<file path="config.mk">
export PLATFORM = sky130hd
export DESIGN_NAME = magnitude_threshold_symbol_slicer
export DESIGN_NICKNAME = d
export VERILOG_FILES = /design/src/rtl/core/mts_pkg.sv /design/src/rtl/core/magnitude_threshold_symbol_slicer.sv /design/src/rtl/core/mts_isqrt.sv /design/src/rtl/core/mts_datapath.sv /design/src/rtl/core/mts_ctrl.sv
export SDC_FILE = /design/constraint.sdc
export NUM_CORES = 2
export LEC_CHECK = 0
export BUFFER_PORTS_ARGS = -buffer_cell sky130_fd_sc_hd__buf_4
export CORE_MARGIN = 10
export CORE_UTILIZATION = 55
export CTS_CLUSTER_SIZE = 25
export DETAILED_ROUTE_END_ITERATION = 7
export GPL_TIMING_DRIVEN = 0
export PLACE_DENSITY = 0.71
export RECOVER_POWER = 50
export SYNTH_ARGS = -nofsm -noshare
export SYNTH_HDL_FRONTEND = slang
export SYNTH_HIERARCHICAL = 1
export SYNTH_SLANG_ARGS = --single-unit
</file>
<file path="constraint.sdc">
create_clock -name clk -period 23.4 [get_ports clk]
set_input_delay 4.68 -clock clk [delete_from_list [all_inputs] [get_ports clk]]
set_output_delay 4.68 -clock clk [all_outputs]
set_load 0.02 [all_outputs]
</file>
<file path="src/rtl/core/mts_pkg.sv">
// Package for the magnitude threshold symbol slicer.
// Types, constants and controller/datapath command structs. No dependencies.
package mts_pkg;
  localparam int MaxSymbolsDefault = 64;
  localparam int SampleBitsDefault = 16;
  localparam int LevelBits = 16;
  localparam logic CfgAlphabetMin = 1'b0;
  localparam logic CfgAlphabetMax = 1'b1;
  localparam logic signed [LevelBits-1:0] AlphabetMinReset = -16'sd3;
  localparam logic signed [LevelBits-1:0] AlphabetMaxReset = 16'sd3;

  typedef enum logic [2:0] {
    ST_LOAD, ST_EXT_LO, ST_EXT_HI, ST_READ, ST_SQRT, ST_EMIT
  } state_t;

  typedef struct packed {
    logic load;       // store accepted sample
    logic clear;      // end of frame reset
    logic sqrt_start; // start root of selected operand
    logic sel_lo;     // operand: lowest point
    logic sel_hi;     // operand: highest point
    logic save_lo;    // capture root as threshold part
    logic save_hi;
    logic rd;         // read store at emit index
    logic out_load;   // register result
    logic idx_inc;
  } cmd_t;

  typedef struct packed {
    logic sqrt_done;
    logic last_idx;
    logic empty;
  } status_t;
endpackage

</file>
<file path="src/rtl/core/magnitude_threshold_symbol_slicer.sv">
// Channel   Handshake        Payload
// in        in_valid/ready   sample_real, sample_imag, frame_end
// out       out_valid/ready  quant_real, quant_imag, inner_ring, overflowed, result_last
// cfg       cfg_we           cfg_index, cfg_data
// Load takes one sample per cycle. After frame_end two threshold roots run,
// then each symbol in turn is read, squared and rooted by the two-bit-per-cycle root unit, then emitted.
// Synchronous reset; an output stall holds the emit pass, and input waits until
// the frame is emitted. Depends on mts_pkg, mts_ctrl, mts_datapath.
module magnitude_threshold_symbol_slicer import mts_pkg::*; #(
  parameter int MAX_SYMBOLS = MaxSymbolsDefault,
  parameter int SAMPLE_BITS = SampleBitsDefault
) (
  input  logic clk,
  input  logic rst,
  input  logic in_valid,
  output logic in_ready,
  input  logic signed [SAMPLE_BITS-1:0] sample_real,
  input  logic signed [SAMPLE_BITS-1:0] sample_imag,
  input  logic frame_end,
  output logic out_valid,
  input  logic out_ready,
  output logic signed [LevelBits-1:0] quant_real,
  output logic signed [LevelBits-1:0] quant_imag,
  output logic inner_ring,
  output logic overflowed,
  output logic result_last,
  input  logic cfg_we,
  input  logic cfg_index,
  input  logic [LevelBits-1:0] cfg_data
);
  cmd_t cmd;
  status_t status;
  logic in_fire, out_set;
  logic signed [LevelBits-1:0] lvl_min, lvl_max;

  assign in_fire = in_valid && in_ready;

  always_ff @(posedge clk) begin
    if (rst) begin
      lvl_min <= AlphabetMinReset; lvl_max <= AlphabetMaxReset;
    end else if (cfg_we) begin
      unique case (cfg_index)
        CfgAlphabetMin: lvl_min <= cfg_data;
        CfgAlphabetMax: lvl_max <= cfg_data;
        default: ;
      endcase
    end
  end

  always_ff @(posedge clk) begin
    if (rst) out_valid <= 1'b0;
    else if (out_set) out_valid <= 1'b1;
    else if (out_ready) out_valid <= 1'b0;
  end

  mts_ctrl u_ctrl (
    .clk, .rst, .in_fire, .in_end(frame_end), .out_busy(out_valid),
    .out_taken(out_ready), .status, .cmd, .in_rdy(in_ready), .out_set
  );

  mts_datapath #(.MAX_SYMBOLS(MAX_SYMBOLS), .SAMPLE_BITS(SAMPLE_BITS)) u_dp (
    .clk, .rst, .cmd, .status, .in_re(sample_real), .in_im(sample_imag),
    .lvl_min, .lvl_max, .q_re(quant_real), .q_im(quant_imag), .q_inner(inner_ring),
    .q_ovf(overflowed), .q_last(result_last)
  );
endmodule

</file>
<file path="src/rtl/core/mts_isqrt.sv">
// Iterative integer square root, two result bits per cycle.
// Depends on mts_pkg.
module mts_isqrt import mts_pkg::*; #(
  parameter int W = 34
) (
  input  logic clk,
  input  logic rst,
  input  logic start,
  input  logic [W-1:0] x,
  output logic done,
  output logic [W/2-1:0] root
);
  localparam int Steps = W / 2;
  localparam int CntBits = $clog2(Steps + 1);
  localparam int NumBits = W + 2;
  logic [NumBits-1:0] rem, bitv, res;
  logic [CntBits-1:0] cnt;
  logic busy;
  logic [NumBits-1:0] r1, b1, s1, r2, b2, x1, x2;

  always_comb begin
    x1 = rem; r1 = res; b1 = bitv;
    s1 = r1 + b1;
    if (x1 >= s1) begin
      x1 = x1 - s1; r1 = (r1 >> 1) + b1;
    end else begin
      r1 = r1 >> 1;
    end
    b1 = b1 >> 2;
    x2 = x1; r2 = r1; b2 = b1;
    s1 = r2 + b2;
    if (b2 != '0 && x2 >= s1) begin
      x2 = x2 - s1; r2 = (r2 >> 1) + b2;
    end else if (b2 != '0) begin
      r2 = r2 >> 1;
    end
    b2 = b2 >> 2;
  end

  always_ff @(posedge clk) begin
    if (rst) begin
      busy <= 1'b0;
      done <= 1'b0;
      cnt <= '0;
    end else begin
      done <= 1'b0;
      if (start) begin
        busy <= 1'b1;
        cnt <= CntBits'((Steps + 1) / 2);
      end else if (busy) begin
        cnt <= cnt - 1'b1;
        if (cnt == CntBits'(1)) begin
          busy <= 1'b0;
          done <= 1'b1;
        end
      end
    end
  end

  always_ff @(posedge clk) begin
    if (start) begin
      rem <= NumBits'(x);
      res <= '0;
      bitv <= NumBits'(1) << (2 * (((Steps + 1) / 2) * 2 - 1));
    end else if (busy) begin
      rem <= x2; res <= r2; bitv <= b2;
    end
  end

  assign root = res[W/2-1:0];
endmodule

</file>
<file path="src/rtl/core/mts_datapath.sv">
// Datapath: symbol store, extreme tracking, threshold, slicing.
// Depends on mts_pkg and mts_isqrt.
module mts_datapath import mts_pkg::*; #(
  parameter int MAX_SYMBOLS = MaxSymbolsDefault,
  parameter int SAMPLE_BITS = SampleBitsDefault
) (
  input  logic clk,
  input  logic rst,
  input  cmd_t cmd,
  output status_t status,
  input  logic signed [SAMPLE_BITS-1:0] in_re,
  input  logic signed [SAMPLE_BITS-1:0] in_im,
  input  logic signed [LevelBits-1:0] lvl_min,
  input  logic signed [LevelBits-1:0] lvl_max,
  output logic signed [LevelBits-1:0] q_re,
  output logic signed [LevelBits-1:0] q_im,
  output logic q_inner,
  output logic q_ovf,
  output logic q_last
);
  localparam int AddrBits = (MAX_SYMBOLS > 1) ? $clog2(MAX_SYMBOLS) : 1;
  localparam int CntBits = $clog2(MAX_SYMBOLS + 1);
  localparam int SqW = 2 * SAMPLE_BITS + 2;
  localparam int RootW = SqW / 2;

  logic [2*SAMPLE_BITS-1:0] mem [MAX_SYMBOLS];
  logic [CntBits-1:0] count, idx;
  logic [AddrBits-1:0] rd_addr;
  logic full;
  logic signed [SAMPLE_BITS-1:0] lo_re, lo_im, hi_re, hi_im, rd_re, rd_im;
  logic ovf;
  logic [RootW:0] thresh;
  logic [RootW-1:0] root;
  logic signed [SAMPLE_BITS-1:0] op_re, op_im;
  logic signed [2*SAMPLE_BITS-1:0] pr, pi;
  logic [SqW-1:0] sq;
  logic sdone;
  logic signed [LevelBits-1:0] lvl, nlvl;
  logic inner;

  assign full = (count == CntBits'(MAX_SYMBOLS));

  always_ff @(posedge clk) begin
    if (rst || cmd.clear) begin
      count <= '0; ovf <= 1'b0; lo_re <= '0; lo_im <= '0; hi_re <= '0; hi_im <= '0;
    end else if (cmd.load) begin
      if (full) begin
        ovf <= 1'b1;
      end else begin
        count <= count + 1'b1;
        if (count == '0 || in_re < lo_re || (in_re == lo_re && in_im < lo_im)) begin
          lo_re <= in_re; lo_im <= in_im;
        end
        if (count == '0 || in_re > hi_re || (in_re == hi_re && in_im > hi_im)) begin
          hi_re <= in_re; hi_im <= in_im;
        end
      end
    end
  end

  // next entry is fetched while the emit index advances
  assign rd_addr = idx[AddrBits-1:0] + AddrBits'(cmd.idx_inc);

  always_ff @(posedge clk) begin
    if (cmd.load && !full) mem[count[AddrBits-1:0]] <= {in_re, in_im};
    if (cmd.rd) {rd_re, rd_im} <= mem[rd_addr];
  end

  always_ff @(posedge clk) begin
    if (rst || cmd.clear) idx <= '0;
    else if (cmd.idx_inc) idx <= idx + 1'b1;
  end

  always_comb begin
    if (cmd.sel_lo) begin
      op_re = lo_re; op_im = lo_im;
    end else if (cmd.sel_hi) begin
      op_re = hi_re; op_im = hi_im;
    end else begin
      op_re = rd_re; op_im = rd_im;
    end
  end

  // squares are registered before the root unit starts
  always_ff @(posedge clk) begin
    pr <= op_re * op_re;
    pi <= op_im * op_im;
  end
  assign sq = SqW'(unsigned'(pr)) + SqW'(unsigned'(pi));

  mts_isqrt #(.W(SqW)) u_sqrt (
    .clk, .rst, .start(cmd.sqrt_start), .x(sq), .done(sdone), .root(root)
  );

  always_ff @(posedge clk) begin
    if (cmd.save_lo) thresh <= (RootW+1)'(root);
    else if (cmd.save_hi) thresh <= thresh + (RootW+1)'(root);
  end

  assign inner = ({root, 2'b00} < (RootW+2)'(thresh));
  assign lvl = inner ? lvl_min : lvl_max;
  assign nlvl = -lvl;

  always_ff @(posedge clk) begin
    if (cmd.out_load) begin
      q_re <= (rd_re == '0) ? '0 : (rd_re < 0 ? nlvl : lvl);
      q_im <= (rd_im == '0) ? '0 : (rd_im < 0 ? nlvl : lvl);
      q_inner <= inner;
      q_ovf <= ovf;
      q_last <= (idx + 1'b1 == count);
    end
  end

  assign status.sqrt_done = sdone;
  assign status.last_idx = (idx + 1'b1 == count);
  assign status.empty = (count == '0);
endmodule

</file>
<file path="src/rtl/core/mts_ctrl.sv">
// Controller FSM sequencing load, threshold roots and emit pass.
// Depends on mts_pkg.
module mts_ctrl import mts_pkg::*; (
  input  logic clk,
  input  logic rst,
  input  logic in_fire,
  input  logic in_end,
  input  logic out_busy,
  input  logic out_taken,
  input  status_t status,
  output cmd_t cmd,
  output logic in_rdy,
  output logic out_set
);
  state_t state, state_next;
  logic sq_go, sq_go_next; // squares ready next cycle
  logic arm, arm_next;     // lowest point squared this cycle

  always_ff @(posedge clk) begin
    if (rst) begin
      state <= ST_LOAD; sq_go <= 1'b0; arm <= 1'b0;
    end else begin
      state <= state_next; sq_go <= sq_go_next; arm <= arm_next;
    end
  end

  always_comb begin
    state_next = state;
    unique case (state)
      ST_LOAD: if (in_fire && in_end) state_next = ST_EXT_LO;
      ST_EXT_LO: if (status.sqrt_done) state_next = ST_EXT_HI;
      ST_EXT_HI: if (status.sqrt_done) state_next = status.empty ? ST_LOAD : ST_READ;
      ST_READ: state_next = ST_SQRT;
      ST_SQRT: if (status.sqrt_done) state_next = ST_EMIT;
      ST_EMIT: if (!out_busy || out_taken)
                 state_next = status.last_idx ? ST_LOAD : ST_READ;
      default: state_next = ST_LOAD;
    endcase
  end

  always_comb begin
    cmd = '0;
    sq_go_next = 1'b0;
    arm_next = 1'b0;
    in_rdy = 1'b0;
    out_set = 1'b0;
    unique case (state)
      ST_LOAD: begin
        in_rdy = 1'b1;
        cmd.load = in_fire;
        cmd.sel_lo = 1'b1;
        arm_next = in_fire && in_end;
      end
      ST_EXT_LO: begin
        cmd.sel_lo = arm;
        cmd.sel_hi = 1'b1;
        cmd.sqrt_start = sq_go;
        cmd.save_lo = status.sqrt_done;
        sq_go_next = arm || status.sqrt_done;
      end
      ST_EXT_HI: begin
        cmd.sqrt_start = sq_go;
        cmd.save_hi = status.sqrt_done;
        cmd.clear = status.sqrt_done && status.empty;
        cmd.rd = status.sqrt_done;
      end
      ST_READ: sq_go_next = 1'b1;
      ST_SQRT: cmd.sqrt_start = sq_go;
      ST_EMIT: begin
        if (!out_busy || out_taken) begin
          cmd.out_load = 1'b1;
          out_set = 1'b1;
          cmd.idx_inc = 1'b1;
          cmd.clear = status.last_idx;
          cmd.rd = 1'b1;
        end
      end
      default: ;
    endcase
    if (state == ST_EMIT && !(!out_busy || out_taken)) cmd.idx_inc = 1'b0;
  end
endmodule

</file>
==> flow_metrics.py <==
metrics = {
    "clock_network": {
        "insertion_delay_ns": 0.92,
        "cts_inserted_buffers": 235,
        "ctsHtreeMaxLevel": 4,
        "cts_setup_buffers": 0,
        "cts-resized-gates": 0,
        "clk_path_buf_depth": 3,
        "postCtsHoldBufs": 0,
        "clk_root_buffer_cell": "clkbuf_16",
        "clock_sink_count": 2400,
        "path_clk_slew_ns": 0.06,
        "cts_tree": "built",
    },
    "outcome": {
        "violations": "capacitance limit, slew limit",
        "status": "finished with violations",
    },
    "setup_path": {
        "reg2regPathDepth": 44,
        "cp_slowest_cell": "o41ai_1",
        "critPathBufInv": 4,
        "startpoint_type": "register",
        "crit_required_ns": 24.01,
        "critPathKind": "register to register",
        "cp_max_fo": 10,
        "cpPeakStageDelay_ns": 0.96,
        "cp_top_family": "compound AO/OA/AOI/OAI gates",
        "cp.arrival_ns": 15.17,
        "cp.depth": 44,
        "cp-end-kind": "register",
    },
    "sta": {
        "fin_tns_setup_ns": 0,
        "min_period_ns": 14.56,
        "worst_pin_slew_ns": 4.241,
        "fin_crit_sh_pct": 62.21,
        "relSlewSlack_pct": -182.7,
        "rsz0062_at_grt": "false",
        "max_freq_ghz": 0.06869,
        "skew_ns": 0.06649,
        "setup_violations": 0,
        "hold_viol": 0,
        "finalMaxSlewViolations": 2292,
    },
    "synthesis": {
        "ys_async_sr_fraction_pct": 0,
        "synth_area_mm2": 0.1224,
        "synthCells": 8138,
        "yosysWarnings": 6,
        "syn_area_per_cell_um2": 15.04,
        "synth_cell_types": 117,
        "ys_seq_area_share_pct": 56.96,
        "synth_edf_count": 2166,
        "synth_top_flop_cell": "edfxtp_1",
        "ys_ff_latch": 2400,
        "syn_nets": 9084,
    },
    "global_route": {
        "grt_max_degree": 68,
        "grt_overflow": 0,
        "grt_usage_pct": 29.32,
        "antenna_found_initial": 30,
        "grt_pass1_vias": 75840,
        "grt_pass1_wl_um": 521900,
    },
    "min_path": {
        "hold_path_class": "register to register",
        "hold_depth": 2,
    },
    "die": {
        "rows": 173,
        "die_area_mm2": 0.2419,
        "coreArea_mm2": 0.2219,
        "num_io_pins": 92,
        "dieWidth_um": 491.8,
        "die_h_um": 491.8,
        "initial_core_util_pct": 55.18,
    },
    "final_layout": {
        "mostFrequentLayoutCells": "edfxtp_1 (2166), inv_1 (807), mux4_2 (672), nand2_1 (554), fa_1 (469)",
        "final_cell_area_mm2": 0.1363,
        "drive_gt1_share_pct": 15.99,
        "final_nets": 9476,
        "layout_commonest_cell": "edfxtp_1",
        "final_cells": 11720,
        "area_delta_synth_final_pct": 11.34,
    },
    "detailed_routing": {
        "antenna_left": 0,
        "post_drt_wl_per_cell_um": 30.56,
        "num_vias": 74710,
        "routed_wl_um": 358300,
        "viasPerCell": 6.372,
        "dr.pass1.iters": 6,
        "post-route-drc-count": 0,
        "drtIter0Drc": 8827,
    },
    "placement": {
        "io_buffers": 91,
        "placed_cell_area_mm2": 0.1288,
        "dp_cells": 11270,
        "dp_hpwl_um": 243900,
        "place_congestion": 0.9755,
    },
    "power": {
        "p_leak_uw": 0.04835,
        "p_per_area_mw_per_mm2": 130.0,
        "ir_drop_mv": 0.1363,
    },
    "run": {
        "cap_violations": 36,
    },
}
kinds of logic (layout without fill, tap and decap cells):
kind of cell | Yosys count | after routing | synth area share (%)
XOR/XNOR | 318 | 318 | 2.281
other | 1 | 14 | 0.003063
buffers and inverters | 1171 | 1769 | 3.845
AND/OR/NAND/NOR | 1503 | 1503 | 5.569
multiplexers | 846 | 846 | 13.81
adder cells (fa/ha/maj) | 891 | 891 | 11.98
AO/OA/AOI/OAI | 1008 | 1008 | 5.551
flip-flops | 2400 | 2400 | 56.96
Yosys cell counts (13+ instances only):
library cell | n | area (um^2)
a211oi_1 | 46 | 345.3
a21o_1 | 87 | 653.1
a21oi_1 | 266 | 1331
a31o_2 | 29 | 254.0
a31oi_1 | 45 | 281.5
and2_1 | 20 | 125.1
and3_1 | 35 | 219.0
and4_1 | 20 | 175.2
buf_1 | 40 | 150.1
buf_2 | 72 | 360.4
buf_4 | 28 | 210.2
clkbuf_1 | 198 | 743.2
dfxtp_1 | 234 | 4684
edfxtp_1 | 2166 | 65040
fa_1 | 469 | 9389
ha_1 | 422 | 5280
inv_1 | 807 | 3029
mux2_2 | 24 | 270.3
mux2i_1 | 149 | 1491
mux4_2 | 672 | 15130
nand2_1 | 554 | 2079
nand2b_1 | 26 | 162.7
nand3_1 | 98 | 490.5
nand4_1 | 52 | 325.3
nor2_1 | 473 | 1775
nor2b_1 | 30 | 187.7
nor3_1 | 73 | 365.4
nor4_1 | 26 | 162.7
o211ai_1 | 31 | 232.7
o21a_1 | 72 | 540.5
o21ai_0 | 165 | 825.8
o21ai_1 | 19 | 95.09
o21bai_1 | 35 | 262.8
o31ai_1 | 21 | 157.7
or2_2 | 13 | 81.33
or3_1 | 23 | 143.9
xnor2_1 | 199 | 1743
xor2_1 | 118 | 1033
worst paths after layout:
kind | startpoint | endpoint | slack [ns]
worst max-delay path | u_dp/u_sqrt/bitv[6]$_SDFFE_PP0P_ | u_dp/u_sqrt/rem[15]$_DFFE_PP_ | 8.84
worst min register to register | u_dp/hi_im[5]$_SDFFE_PP0P_ | u_dp/hi_im[5]$_SDFFE_PP0P_ | 0.48
worst min-delay path | u_dp/hi_im[5]$_SDFFE_PP0P_ | u_dp/hi_im[5]$_SDFFE_PP0P_ | 0.48
worst max register to register | u_dp/u_sqrt/bitv[6]$_SDFFE_PP0P_ | u_dp/u_sqrt/rem[15]$_DFFE_PP_ | 8.84
routing by layer:
| layer | vias to the layer above | wire, um | global-route usage (%) |
|---|---|---|---|
| met4 | 28 | 24430 | 16.67 |
| li1 | 31250 | - | - |
| met5 | - | 174 | 0 |
| met1 | 38260 | 129600 | 37.19 |
| met3 | 907 | 33580 | 5.956 |
| met2 | 4266 | 170500 | 47.32 |
power by group:
part	total (uW)	internal, uW	switching [uW]
combinational	8800	3220	5580
sequential	5110	4970	140
clock	3810	2140	1670
sequential cells by signal, summed over array words and instances, names as in the netlist, 9 cells and up:
name	flops
lvl_max	16
lvl_min	16
u_dp/hi_im	16
u_dp/hi_re	16
u_dp/lo_im	16
u_dp/lo_re	16
u_dp/mem	2048
u_dp/pi	31
u_dp/pr	31
u_dp/q_im	16
u_dp/q_re	16
u_dp/rd_im	16
u_dp/rd_re	16
u_dp/thresh	18
u_dp/u_sqrt/bitv	9
u_dp/u_sqrt/rem	36
u_dp/u_sqrt/res	36
layout make-up:
cell class / count / area, um^2
Clock buffer: 283 / 6155
Inverter: 821 / 3082
Buffer: 350 / 1600
Sequential cell: 2400 / 69730
Fill cell: 16100 / 85560
Tap cell: 2975 / 3722
Antenna cell: 13 / 32.53
Multi-Input combinational cell: 4567 / 48470
Timing Repair Buffer: 155 / 1859
Clock inverter: 160 / 1660
through the flow:
| step | util (%) | total power, uW | hold WS, ns | setup slack, ns |
|---|---|---|---|---|
| final | 61.44 | 17720 | 0.4783 | 8.842 |
| after global routing | 61.42 | 18850 | 0.4955 | 8.408 |
| after CTS | 61.55 | 17680 | 0.4802 | 9.321 |
| after detailed placement | 58.03 | 13840 | 0.4712 | 9.400 |
| after global placement | 57.16 | 13680 | 0.4612 | 9.344 |
| after floorplan | - | 11180 | 0.4088 | 13.60 |
worst min-delay path, cell delays in order (launching register included):
cell and delay, ns:
dfxtp_1 0.32, nand2_1 0.06, mux2i_1 0.06
(Power assumes the default switching activity.)
